--- src/hw/rtl/cr_pkg.sv ---
`timescale 1ns / 1ps
// Shared widths, codes and the job record for the circle rasterizer.
package cr_pkg;

  localparam int CoordW = 15;
  localparam int PixW   = 16;
  localparam int ColorW = 32;
  localparam int DecW   = 20;
  localparam int PtIdxW = 3;
  localparam int QDepth = 2;
  localparam int QAddrW = 1;

  localparam logic ACT_START = 1'b0;
  localparam logic ACT_STEP  = 1'b1;

  localparam logic [PtIdxW-1:0] PT_LAST = 3'd7;

  localparam logic [DecW-1:0] DecInit     = 20'd3;
  localparam logic [DecW-1:0] DecStepDiag = 20'd10;
  localparam logic [DecW-1:0] DecStepAxis = 20'd6;

  typedef struct packed {
    logic [CoordW-1:0] cx;
    logic [CoordW-1:0] cy;
    logic [CoordW-1:0] ox;
    logic [CoordW-1:0] oy;
    logic [ColorW-1:0] color;
    logic              done;
  } job_t;

endpackage

--- src/hw/rtl/cr_front.sv ---
`timescale 1ns / 1ps
// Front end: accepts items, runs the midpoint decision update, queues point jobs.
module cr_front (
  input  logic                              clk,
  input  logic                              rst,
  input  logic                              in_valid,
  output logic                              in_ready,
  input  logic                              action,
  input  logic signed [cr_pkg::CoordW-1:0]  center_x,
  input  logic signed [cr_pkg::CoordW-1:0]  center_y,
  input  logic signed [cr_pkg::CoordW-1:0]  radius,
  input  logic        [cr_pkg::ColorW-1:0]  color,
  input  logic                              q_ready,
  output logic                              push,
  output cr_pkg::job_t                      job
);
  import cr_pkg::*;

  logic              active;
  logic [CoordW-1:0] cx_reg;
  logic [CoordW-1:0] cy_reg;
  logic [ColorW-1:0] color_reg;
  logic [CoordW-1:0] offset_x;
  logic [CoordW-1:0] offset_y;
  logic [DecW-1:0]   decision;

  logic              accept;
  logic              is_start;
  logic              r_pos;
  logic              d_pos;
  logic [CoordW-1:0] x_step;
  logic [CoordW-1:0] y_step;
  logic [DecW-1:0]   diff;
  logic [DecW-1:0]   dec_step;
  logic [DecW-1:0]   dec_start;
  logic              step_done;

  assign in_ready = q_ready;
  assign accept   = in_valid && in_ready;
  assign is_start = (action == ACT_START);

  always_comb begin
    r_pos     = !radius[CoordW-1] && (radius != '0);
    d_pos     = !decision[DecW-1] && (decision != '0);
    x_step    = offset_x + 1'b1;
    y_step    = d_pos ? (offset_y - 1'b1) : offset_y;
    diff      = d_pos ? ({{(DecW-CoordW){1'b0}}, x_step} - {{(DecW-CoordW){1'b0}}, y_step})
                      : {{(DecW-CoordW){1'b0}}, x_step};
    dec_step  = decision + {diff[DecW-3:0], 2'b00} + (d_pos ? DecStepDiag : DecStepAxis);
    step_done = (y_step < x_step);
    dec_start = DecInit - {{(DecW-CoordW-1){radius[CoordW-1]}}, radius, 1'b0};
  end

  always_comb begin
    push = accept && (is_start ? r_pos : active);
    if (is_start) begin
      job.cx    = center_x;
      job.cy    = center_y;
      job.ox    = '0;
      job.oy    = radius;
      job.color = color;
      job.done  = 1'b0;
    end else begin
      job.cx    = cx_reg;
      job.cy    = cy_reg;
      job.ox    = x_step;
      job.oy    = y_step;
      job.color = color_reg;
      job.done  = step_done;
    end
  end

  always_ff @(posedge clk) begin
    if (rst) begin
      active <= 1'b0;
    end else if (accept) begin
      if (is_start) begin
        active <= r_pos;
      end else if (active) begin
        active <= !step_done;
      end
    end
  end

  always_ff @(posedge clk) begin
    if (accept) begin
      if (is_start) begin
        cx_reg    <= center_x;
        cy_reg    <= center_y;
        color_reg <= color;
        if (r_pos) begin
          offset_x <= '0;
          offset_y <= radius;
          decision <= dec_start;
        end
      end else if (active) begin
        offset_x <= x_step;
        offset_y <= y_step;
        decision <= dec_step;
      end
    end
  end

endmodule

--- src/hw/rtl/cr_queue.sv ---
`timescale 1ns / 1ps
// Two-entry job queue between the front end and the point emitter.
module cr_queue (
  input  logic         clk,
  input  logic         rst,
  input  logic         push,
  input  cr_pkg::job_t job_in,
  output logic         q_ready,
  input  logic         pop,
  output logic         q_valid,
  output cr_pkg::job_t job_out
);
  import cr_pkg::*;

  job_t              entries [QDepth];
  logic [QAddrW-1:0] wr_ptr;
  logic [QAddrW-1:0] rd_ptr;
  logic [QAddrW:0]   count;

  assign q_ready = (count < (QAddrW+1)'(QDepth));
  assign q_valid = (count != '0);
  assign job_out = entries[rd_ptr];

  always_ff @(posedge clk) begin
    if (rst) begin
      wr_ptr <= '0;
      rd_ptr <= '0;
      count  <= '0;
    end else begin
      if (push) begin
        wr_ptr <= wr_ptr + 1'b1;
      end
      if (pop) begin
        rd_ptr <= rd_ptr + 1'b1;
      end
      case ({push, pop})
        2'b10:   count <= count + 1'b1;
        2'b01:   count <= count - 1'b1;
        default: count <= count;
      endcase
    end
  end

  always_ff @(posedge clk) begin
    if (push) begin
      entries[wr_ptr] <= job_in;
    end
  end

  a_no_overflow: assert property (@(posedge clk) disable iff (rst) push |-> q_ready)
    else $error("queue push while full");
  a_no_underflow: assert property (@(posedge clk) disable iff (rst) pop |-> count != '0)
    else $error("queue pop while empty");
  a_count_range: assert property (@(posedge clk) disable iff (rst)
    count <= (QAddrW+1)'(QDepth))
    else $error("queue count out of range");

endmodule

--- src/hw/rtl/cr_back.sv ---
`timescale 1ns / 1ps
// Back end: walks the eight mirrored points of each job into the output register.
module cr_back (
  input  logic                             clk,
  input  logic                             rst,
  input  logic                             q_valid,
  input  cr_pkg::job_t                     job,
  output logic                             pop,
  output logic                             out_valid,
  input  logic                             out_ready,
  output logic signed [cr_pkg::PixW-1:0]   pixel_x,
  output logic signed [cr_pkg::PixW-1:0]   pixel_y,
  output logic        [cr_pkg::ColorW-1:0] pixel_color,
  output logic                             last_of_run,
  output logic                             circle_done
);
  import cr_pkg::*;

  logic [PtIdxW-1:0] idx;
  logic              load;
  logic [PixW-1:0]   cx16;
  logic [PixW-1:0]   cy16;
  logic [PixW-1:0]   a16;
  logic [PixW-1:0]   b16;
  logic [PixW-1:0]   px;
  logic [PixW-1:0]   py;

  assign load = q_valid && (!out_valid || out_ready);
  assign pop  = load && (idx == PT_LAST);

  always_comb begin
    cx16 = {job.cx[CoordW-1], job.cx};
    cy16 = {job.cy[CoordW-1], job.cy};
    a16  = idx[2] ? {1'b0, job.oy} : {1'b0, job.ox};
    b16  = idx[2] ? {1'b0, job.ox} : {1'b0, job.oy};
    px   = idx[0] ? (cx16 - a16) : (cx16 + a16);
    py   = idx[1] ? (cy16 - b16) : (cy16 + b16);
  end

  always_ff @(posedge clk) begin
    if (rst) begin
      out_valid <= 1'b0;
      idx       <= '0;
    end else if (load) begin
      out_valid <= 1'b1;
      idx       <= idx + 1'b1;
    end else if (out_ready) begin
      out_valid <= 1'b0;
    end
  end

  always_ff @(posedge clk) begin
    if (load) begin
      pixel_x     <= px;
      pixel_y     <= py;
      pixel_color <= job.color;
      last_of_run <= (idx == PT_LAST);
      circle_done <= job.done;
    end
  end

  a_last_marks_eighth: assert property (@(posedge clk) disable iff (rst)
    load |=> (last_of_run == ($past(idx) == PT_LAST)))
    else $error("last_of_run does not match point index");
  a_idx_idle_zero: assert property (@(posedge clk) disable iff (rst)
    !q_valid |-> idx == '0)
    else $error("point index left mid-run with empty queue");

endmodule

--- src/hw/rtl/circle_rasterizer.sv ---
`timescale 1ns / 1ps
// Top level of the midpoint circle rasterizer.
// A start item (action 0) loads center, radius and color and yields the eight mirrored
// points of offset (0, radius); a radius of zero or less yields nothing and leaves the
// block idle. A step item (action 1) advances the offset once and yields eight points,
// all flagged circle_done on the step that closes the circle; a step while idle yields
// nothing. last_of_run marks the eighth point of each item. Coordinates are unclipped
// and wrap to 16 bits. An item that yields points sends its eight points out of the
// single point emitter, one per cycle while out_ready is high; an item that yields
// nothing never reaches the output. A two-entry job queue holds the job being emitted
// and one more, so the front end takes the next item while earlier points still go out.
module circle_rasterizer (
  input  logic                             clk,
  input  logic                             rst,
  input  logic                             in_valid,
  output logic                             in_ready,
  input  logic                             action,
  input  logic signed [cr_pkg::CoordW-1:0] center_x,
  input  logic signed [cr_pkg::CoordW-1:0] center_y,
  input  logic signed [cr_pkg::CoordW-1:0] radius,
  input  logic        [cr_pkg::ColorW-1:0] color,
  output logic                             out_valid,
  input  logic                             out_ready,
  output logic signed [cr_pkg::PixW-1:0]   pixel_x,
  output logic signed [cr_pkg::PixW-1:0]   pixel_y,
  output logic        [cr_pkg::ColorW-1:0] pixel_color,
  output logic                             last_of_run,
  output logic                             circle_done
);
  import cr_pkg::*;

  logic q_ready;
  logic push;
  logic pop;
  logic q_valid;
  job_t job_in;
  job_t job_out;

  cr_front u_front (
    .clk      (clk),
    .rst      (rst),
    .in_valid (in_valid),
    .in_ready (in_ready),
    .action   (action),
    .center_x (center_x),
    .center_y (center_y),
    .radius   (radius),
    .color    (color),
    .q_ready  (q_ready),
    .push     (push),
    .job      (job_in)
  );

  cr_queue u_queue (
    .clk     (clk),
    .rst     (rst),
    .push    (push),
    .job_in  (job_in),
    .q_ready (q_ready),
    .pop     (pop),
    .q_valid (q_valid),
    .job_out (job_out)
  );

  cr_back u_back (
    .clk         (clk),
    .rst         (rst),
    .q_valid     (q_valid),
    .job         (job_out),
    .pop         (pop),
    .out_valid   (out_valid),
    .out_ready   (out_ready),
    .pixel_x     (pixel_x),
    .pixel_y     (pixel_y),
    .pixel_color (pixel_color),
    .last_of_run (last_of_run),
    .circle_done (circle_done)
  );

endmodule
--- config.mk ---
export PLATFORM = sky130hd
export DESIGN_NAME = circle_rasterizer
export DESIGN_NICKNAME = d
export VERILOG_FILES = /design/src/hw/rtl/cr_pkg.sv /design/src/hw/rtl/cr_front.sv /design/src/hw/rtl/cr_queue.sv /design/src/hw/rtl/cr_back.sv /design/src/hw/rtl/circle_rasterizer.sv
export SDC_FILE = /design/constraint.sdc
export NUM_CORES = 1
export LEC_CHECK = 0
export BUFFER_PORTS_ARGS = -buffer_cell sky130_fd_sc_hd__buf_2
export CORE_MARGIN = 8
export CORE_UTILIZATION = 35
export CTS_CLUSTER_SIZE = 14
export DETAILED_ROUTE_END_ITERATION = 7
export SETUP_SLACK_MARGIN = 0.05
export SLEW_MARGIN = 20
export SYNTH_ARGS = -nofsm -noshare
export SYNTH_HDL_FRONTEND = slang
export SYNTH_HIERARCHICAL = 1
export SYNTH_SLANG_ARGS = --single-unit
--- constraint.sdc ---
create_clock -name clk -period 9.3 [get_ports clk]
set_input_delay 0.93 -clock clk [delete_from_list [all_inputs] [get_ports clk]]
set_output_delay 0.93 -clock clk [all_outputs]
set_load 0.01 [all_outputs]
==> out/metrics.cfg, run 1 <==
[global_routing]
grt_pass1_vias = 12200
grt_overflow_total = 0
grt_max_degree = 70
antenna_found_initial = 0
grt_pass1_wl_mm = 67.8
gr-usage-all-layers_pct = 13.5

[finish]
final_common_cell = edfxtp_1
num-nets-final = 1750
largest_register_ffs = 186
layout_common_cells = edfxtp_1 (363), mux2_2 (167), buf_2 (148)
multi_input_area_sq_mm = 0.00750
nFillCells = 4950
drive_gt1_share_pct = 25.7
antennaDiodeCount = 0
syn_to_final_growth_pct = 15.4
regArea_sq_mm = 0.0111

[synth]
synth_edf_count = 363
syn_nets = 1591
synth_largest_area_cell = edfxtp_1
avgSynthCellArea_sq_um = 13.3
syn_area_sq_mm = 0.0190
seq_area_frac_synth_pct = 58.5
synth_top_area_share_pct = 57.4
ys_async_sr_fraction_pct = 0
yosys_warnings = 6
synth.distinct_cells = 71
synthCells = 1426
ys.flop_type = edfxtp_1
synth-seq-cells = 373
ys_top_cells_by_area = edfxtp_1 (57%), mux2_2 (9.9%), ha_1 (5.1%)

[route]
wl_mm = 43.1
post_drt_wl_per_cell_um = 18.6
vias = 11800
drc = 0
via_per_inst = 5.09
drt-pass1-iter-count = 8
drt_iter0_drc = 667
ant_nets = 0

[floorplanning]
io_pins = 150
core-area_sq_mm = 0.0537
die_width_um = 249
die-height_um = 249
initial_core_util_pct = 35.3
core.rowCount = 85
die-area_sq_mm = 0.0619

[sta]
rsz0062_at_grt = no
fin_crit_ns = 6.22
hold_violations = 0
slew_violations = 0
setup_viol = 0
tns_ns = 0
min_period_over_period_pct = 66.9
fmax_mhz = 161
slew_headroom_pct = 28.8
worstMarginPinSlew_ns = 1.07
hold_ws_ns = 0.505
skew_ns = 0.0151

[placement]
routabilityCongestion = 0.873
detailed_place_hpwl_mm = 29.7
port_buffers = 149

[clocking]
cts_resized = 0
cts_buffer_depth = 3
post-cts-setup-buffers = 0
clk_latency_ns = 0.56
cts.htree.levels = 2
clk_pin_slew_worst_paths_ns = 0.06
cts_root_buffer = clkbuf_16
clock-sinks = 373
cts_buffers = 43
cts_hold_buf = 0
cts_tree = done

[critical_path]
crit_path_start_kind = flop
cp_data_required_time_ns = 9.57
critical_path_class = reg2reg
worstSetupEndpointType = flop
crit_path_max_fanout = 26
rrSetupSlack_ns = 3.08
cp_data_arrival_time_ns = 6.49

[min_path]
hold_class = reg2reg

[power]
ir_drop_v = 0.000125
p_per_area_mw_per_mm2 = 194
p_leak_uw = 0.00768

[flow_run]
cap_violations = 0

[run_status]
run_status = finished, final reports clean

-- synthesized netlist by cell type, types with 7 or more instances --
master / n
a21o_1: 13
mux2i_1: 33
inv_1: 39
o21ai_0: 36
a31oi_1: 10
and2_1: 16
buf_2: 8
nor2_1: 128
clkbuf_1: 23
o31ai_1: 8
nor3_1: 31
a211oi_1: 10
edfxtp_1: 363
a21oi_1: 88
buf_6: 9
xnor2_1: 68
nor4_1: 12
mux2_2: 167
ha_1: 78
o21bai_1: 7
nand2b_1: 12
nand2_1: 60
dfxtp_1: 10
xor2_1: 60
nand3_1: 19
-- routing by layer --
layer / up-vias / wire (um) / GRT usage, %
met5: - / 0 / 0
met4: 0 / 974 / 3.82
met3: 62 / 1940 / 2.85
met2: 236 / 20400 / 22.5
met1: 5795 / 19700 / 17.7
li1: 5691 / - / -
-- logic make-up (layout without fill, tap and decap cells) --
kind of cell	count (synthesis)	count (layout)	share of synthesized area, %
AOI/OAI and AO/OA	224	224	7.47
xor gates and xnor gates	128	128	5.91
adders and majority gates	87	87	5.88
buffers and inverters	84	276	2.13
DFF	373	373	58.5
muxes	200	200	11.7
and+or+nand+nor	330	330	8.47
-- cell type report --
type,instances,share of cell area [%]
Sequential cell,373,50.7
Multi-Input combinational cell,969,34.3
Clock buffer,54,5.25
Tap cell,696,3.98
Timing Repair Buffer,159,3.76
Clock inverter,24,1.35
Inverter,39,0.669
-- where the power goes --
| group | switching, uW | internal [uW] |
|---|---|---|
| Combinational | 341 | 233 |
| Sequential | 22.9 | 1940 |
| Clock | 671 | 1050 |
| Total | 1030 | 3220 |
-- stage by stage --
| stage | utilization [%] | cells | instance area, sq um | power [uW] | setup WS [ns] |
|---|---|---|---|---|---|
| 6_report | 40.8 | 2314 | 21900 | 4260 | 3.08 |
| 5_1_grt | 40.8 | 2314 | 21900 | 4440 | 2.65 |
| 4_1_cts | 40.8 | 2314 | 21900 | 4320 | 3.12 |
| 3_5_place_dp | 38.1 | 2236 | 20400 | 2580 | 3.12 |
| 3_3_place_gp | 38.1 | 2236 | 20400 | 2560 | 3.32 |
| 2_1_floorplan | - | 1426 | 19000 | 2410 | 0.635 |
-- worst paths after layout --
path | start | end | cells past startpoint
max reg2reg | u_front/decision[19]$_DFFE_PP_ | u_front/decision[19]$_DFFE_PP_ | 19
min | u_queue/count[1]$_SDFFE_PP0P_ | u_queue/count[1]$_SDFFE_PP0P_ | 2
min reg2reg | u_queue/count[1]$_SDFFE_PP0P_ | u_queue/count[1]$_SDFFE_PP0P_ | 2
max | u_front/decision[19]$_DFFE_PP_ | u_front/decision[19]$_DFFE_PP_ | 19
-- worst max-delay path, cell delays in order, from the launching register on --
cell and delay (ns):
edfxtp_1 0.74, or3b_1 0.62, o41ai_1 0.61, o211ai_1 0.34, and2_1 0.24, o2111a_1 0.13, nor3_1 0.42, a31oi_1 0.16
xor2_1 0.16, nor2_1 0.14, xnor2_1 0.16, ha_1 0.27, ha_1 0.34, and3_1 0.19, a41oi_1 0.17, o21ai_0 0.35
a31oi_1 0.19, o21ai_0 0.32, mux2i_1 0.28, o211ai_2 0.09
Note: power is estimated with default switching activity, not from simulation.
==> run 2: changes to the inputs <==
- clock period: 9.3 -> 5.8 ns (I/O delays scaled with it)
==> run 2 against run 1 <==
Die area unchanged. Hold slack worse by 0.31 ns. Routed wire length increased by 0.35%. Worst setup slack lost 2.7 ns. Combinational power is 64% higher. Non-clock buffer count increased by 18. First-iteration DRC count shrank 6.6%. Flip-flop and latch count stayed put. Final cell count grew 0.95%. Via count up 0.89%. Clock skew rose by 0.0053 ns. Clock power rose by 56%.
==> out/metrics.cfg, run 2 (synthesis results as in run 1) <==
[finish]
largest_register_ffs = 186
final_util_pct = 41.1
antennaDiodeCount = 0
drive_gt1_share_pct = 27.7
layout_common_cells = edfxtp_1 (363), mux2_2 (167), buf_2 (148)
final_common_cell = edfxtp_1
num-nets-final = 1769
syn_to_final_growth_pct = 16.4

[placement]
routabilityCongestion = 0.868
detailed_place_hpwl_mm = 29.7
dp_slack_ns = 0.0982
port_buffers = 149

[route]
ant_nets = 0
drt_iter0_drc = 623
via_per_inst = 5.09
post_drt_wl_per_cell_um = 18.5
drt-pass1-iter-count = 5
vias = 11900
wl_mm = 43.2
drc = 0

[run_status]
run_status = finished, final reports clean

[sta]
slew_headroom_pct = 26.3
setup_viol = 0
tns_ns = 0
hold_violations = 0
post-route-worst-setup-slack_ns = 0.406
rsz0062_at_grt = no
slew_violations = 0
skew_ns = 0.0204
fmax_mhz = 185
worstMarginPinSlew_ns = 1.10
fin_crit_ns = 5.39
min_period_over_period_pct = 93.0

[critical_path]
critical_path_class = reg2reg
cp_cell_sequence = buf_4, nand2b_1, and2_1, xnor2_1, ha_1, nor3_1, o31a_1, o31a_1, o21ai_0, nand2b_1, xnor2_1, nor2_1, xnor2_1, ha_1, ha_1, nand2_1, o21ai_0, a41oi_2, o21ai_2, a31oi_2, o21ai_1, mux2i_1, o211ai_2
cpLargestDelayFamily = compound AO/OA/AOI/OAI gates
crit_path_max_fanout = 22
cp_slowest_stage_delay_ns = 0.48
critPathBufInv = 1
crit_path_start_kind = flop
cp_data_required_time_ns = 6.08
cpMaxStageDelayCell = edfxtp_1
cp_data_arrival_time_ns = 5.67
worstSetupEndpointType = flop

[clocking]
cts_buffer_depth = 3
clk_pin_slew_worst_paths_ns = 0.06
cts_hold_buf = 0
cts_tree = done
cts_buffers = 44
clk_latency_ns = 0.57
clock-sinks = 373
cts_root_buffer = clkbuf_16
cts.htree.levels = 2

[floorplanning]
die_width_um = 249
die-height_um = 249
core.rowCount = 85
initial_core_util_pct = 35.3
die-area_sq_mm = 0.0619
core-area_sq_mm = 0.0537
io_pins = 150

[global_routing]
gr-usage-all-layers_pct = 13.5
antenna_found_initial = 0
grt_max_degree = 93
grt_overflow_total = 0
grt_pass1_vias = 12200
grt_pass1_wl_mm = 67.5

[power]
ir_drop_v = 0.000189
p_leak_uw = 0.00779
p_per_area_mw_per_mm2 = 307

[min_path]
hold_class = in2reg

[flow_run]
cap_violations = 0

## run 2: cell types whose count changed in the layout (fill, tap and decap cells not counted), sizes merged
cell    previous run  this run
buf              159       177
bufinv             6         2
clkbuf            54        52
clkinv            12        21
inv               42        43
## run 2: layout make-up
| type | count | area [sq um] |
|---|---|---|
| multi-input combinational | 969 | 7570 |
| inverter | 39 | 146 |
| timing repair buffer | 177 | 971 |
| sequential | 373 | 11100 |
| tap | 696 | 871 |
| fill | 4923 | 31600 |
| clock buffer | 52 | 1150 |
| clock inverter | 30 | 278 |
## run 2: repair_timing
action | 4_1_cts | 5_1_grt
setup endpoints to repair | 0 | 5
buffers inserted | 0 | 6
resized for setup | 0 | 14
## run 2: stage by stage
step	hold slack [ns]	std cells	cell area [sq um]	total power (uW)
2_1_floorplan	0.460	1426	19000	3850
3_3_place_gp	0.478	2248	20500	4110
3_5_place_dp	0.493	2248	20500	4130
4_1_cts	0.153	2330	22000	6870
5_1_grt	0.159	2336	22100	7090
6_report	0.196	2336	22100	6780
## run 2: worst paths after layout
| path | startpoint | to | slack (ns) | depth (start not counted) |
|---|---|---|---|---|
| worst max-delay path | u_front/decision[19]$_DFFE_PP_ | u_front/decision[19]$_DFFE_PP_ | 0.41 | 23 |
| worst min-delay path | color[28] | u_front/color_reg[28]$_DFFE_PP_ | 0.20 | 1 |
| worst min register to register | u_queue/count[1]$_SDFFE_PP0P_ | u_queue/count[1]$_SDFFE_PP0P_ | 0.50 | 2 |
| worst max register to register | u_front/decision[19]$_DFFE_PP_ | u_front/decision[19]$_DFFE_PP_ | 0.41 | 23 |
## run 2: layer usage
| metal | GRT usage [%] | up-vias | wire [um] | share of wire [%] |
|---|---|---|---|---|
| li1 | - | 5747 | - | - |
| met1 | 17.5 | 5786 | 19700 | 45 |
| met2 | 22.4 | 280 | 20200 | 47 |
| met3 | 2.77 | 76 | 2180 | 5.1 |
| met4 | 4.26 | 0 | 1130 | 2.6 |
| met5 | 0 | - | 0 | 0 |
## run 2: power by group
part           leakage (uW)  switching [uW]  total, uW  internal (uW)
clock              0.000700            1150       2690           1540
sequential          0.00342            34.9       3150           3120
combinational       0.00367             553        939            386
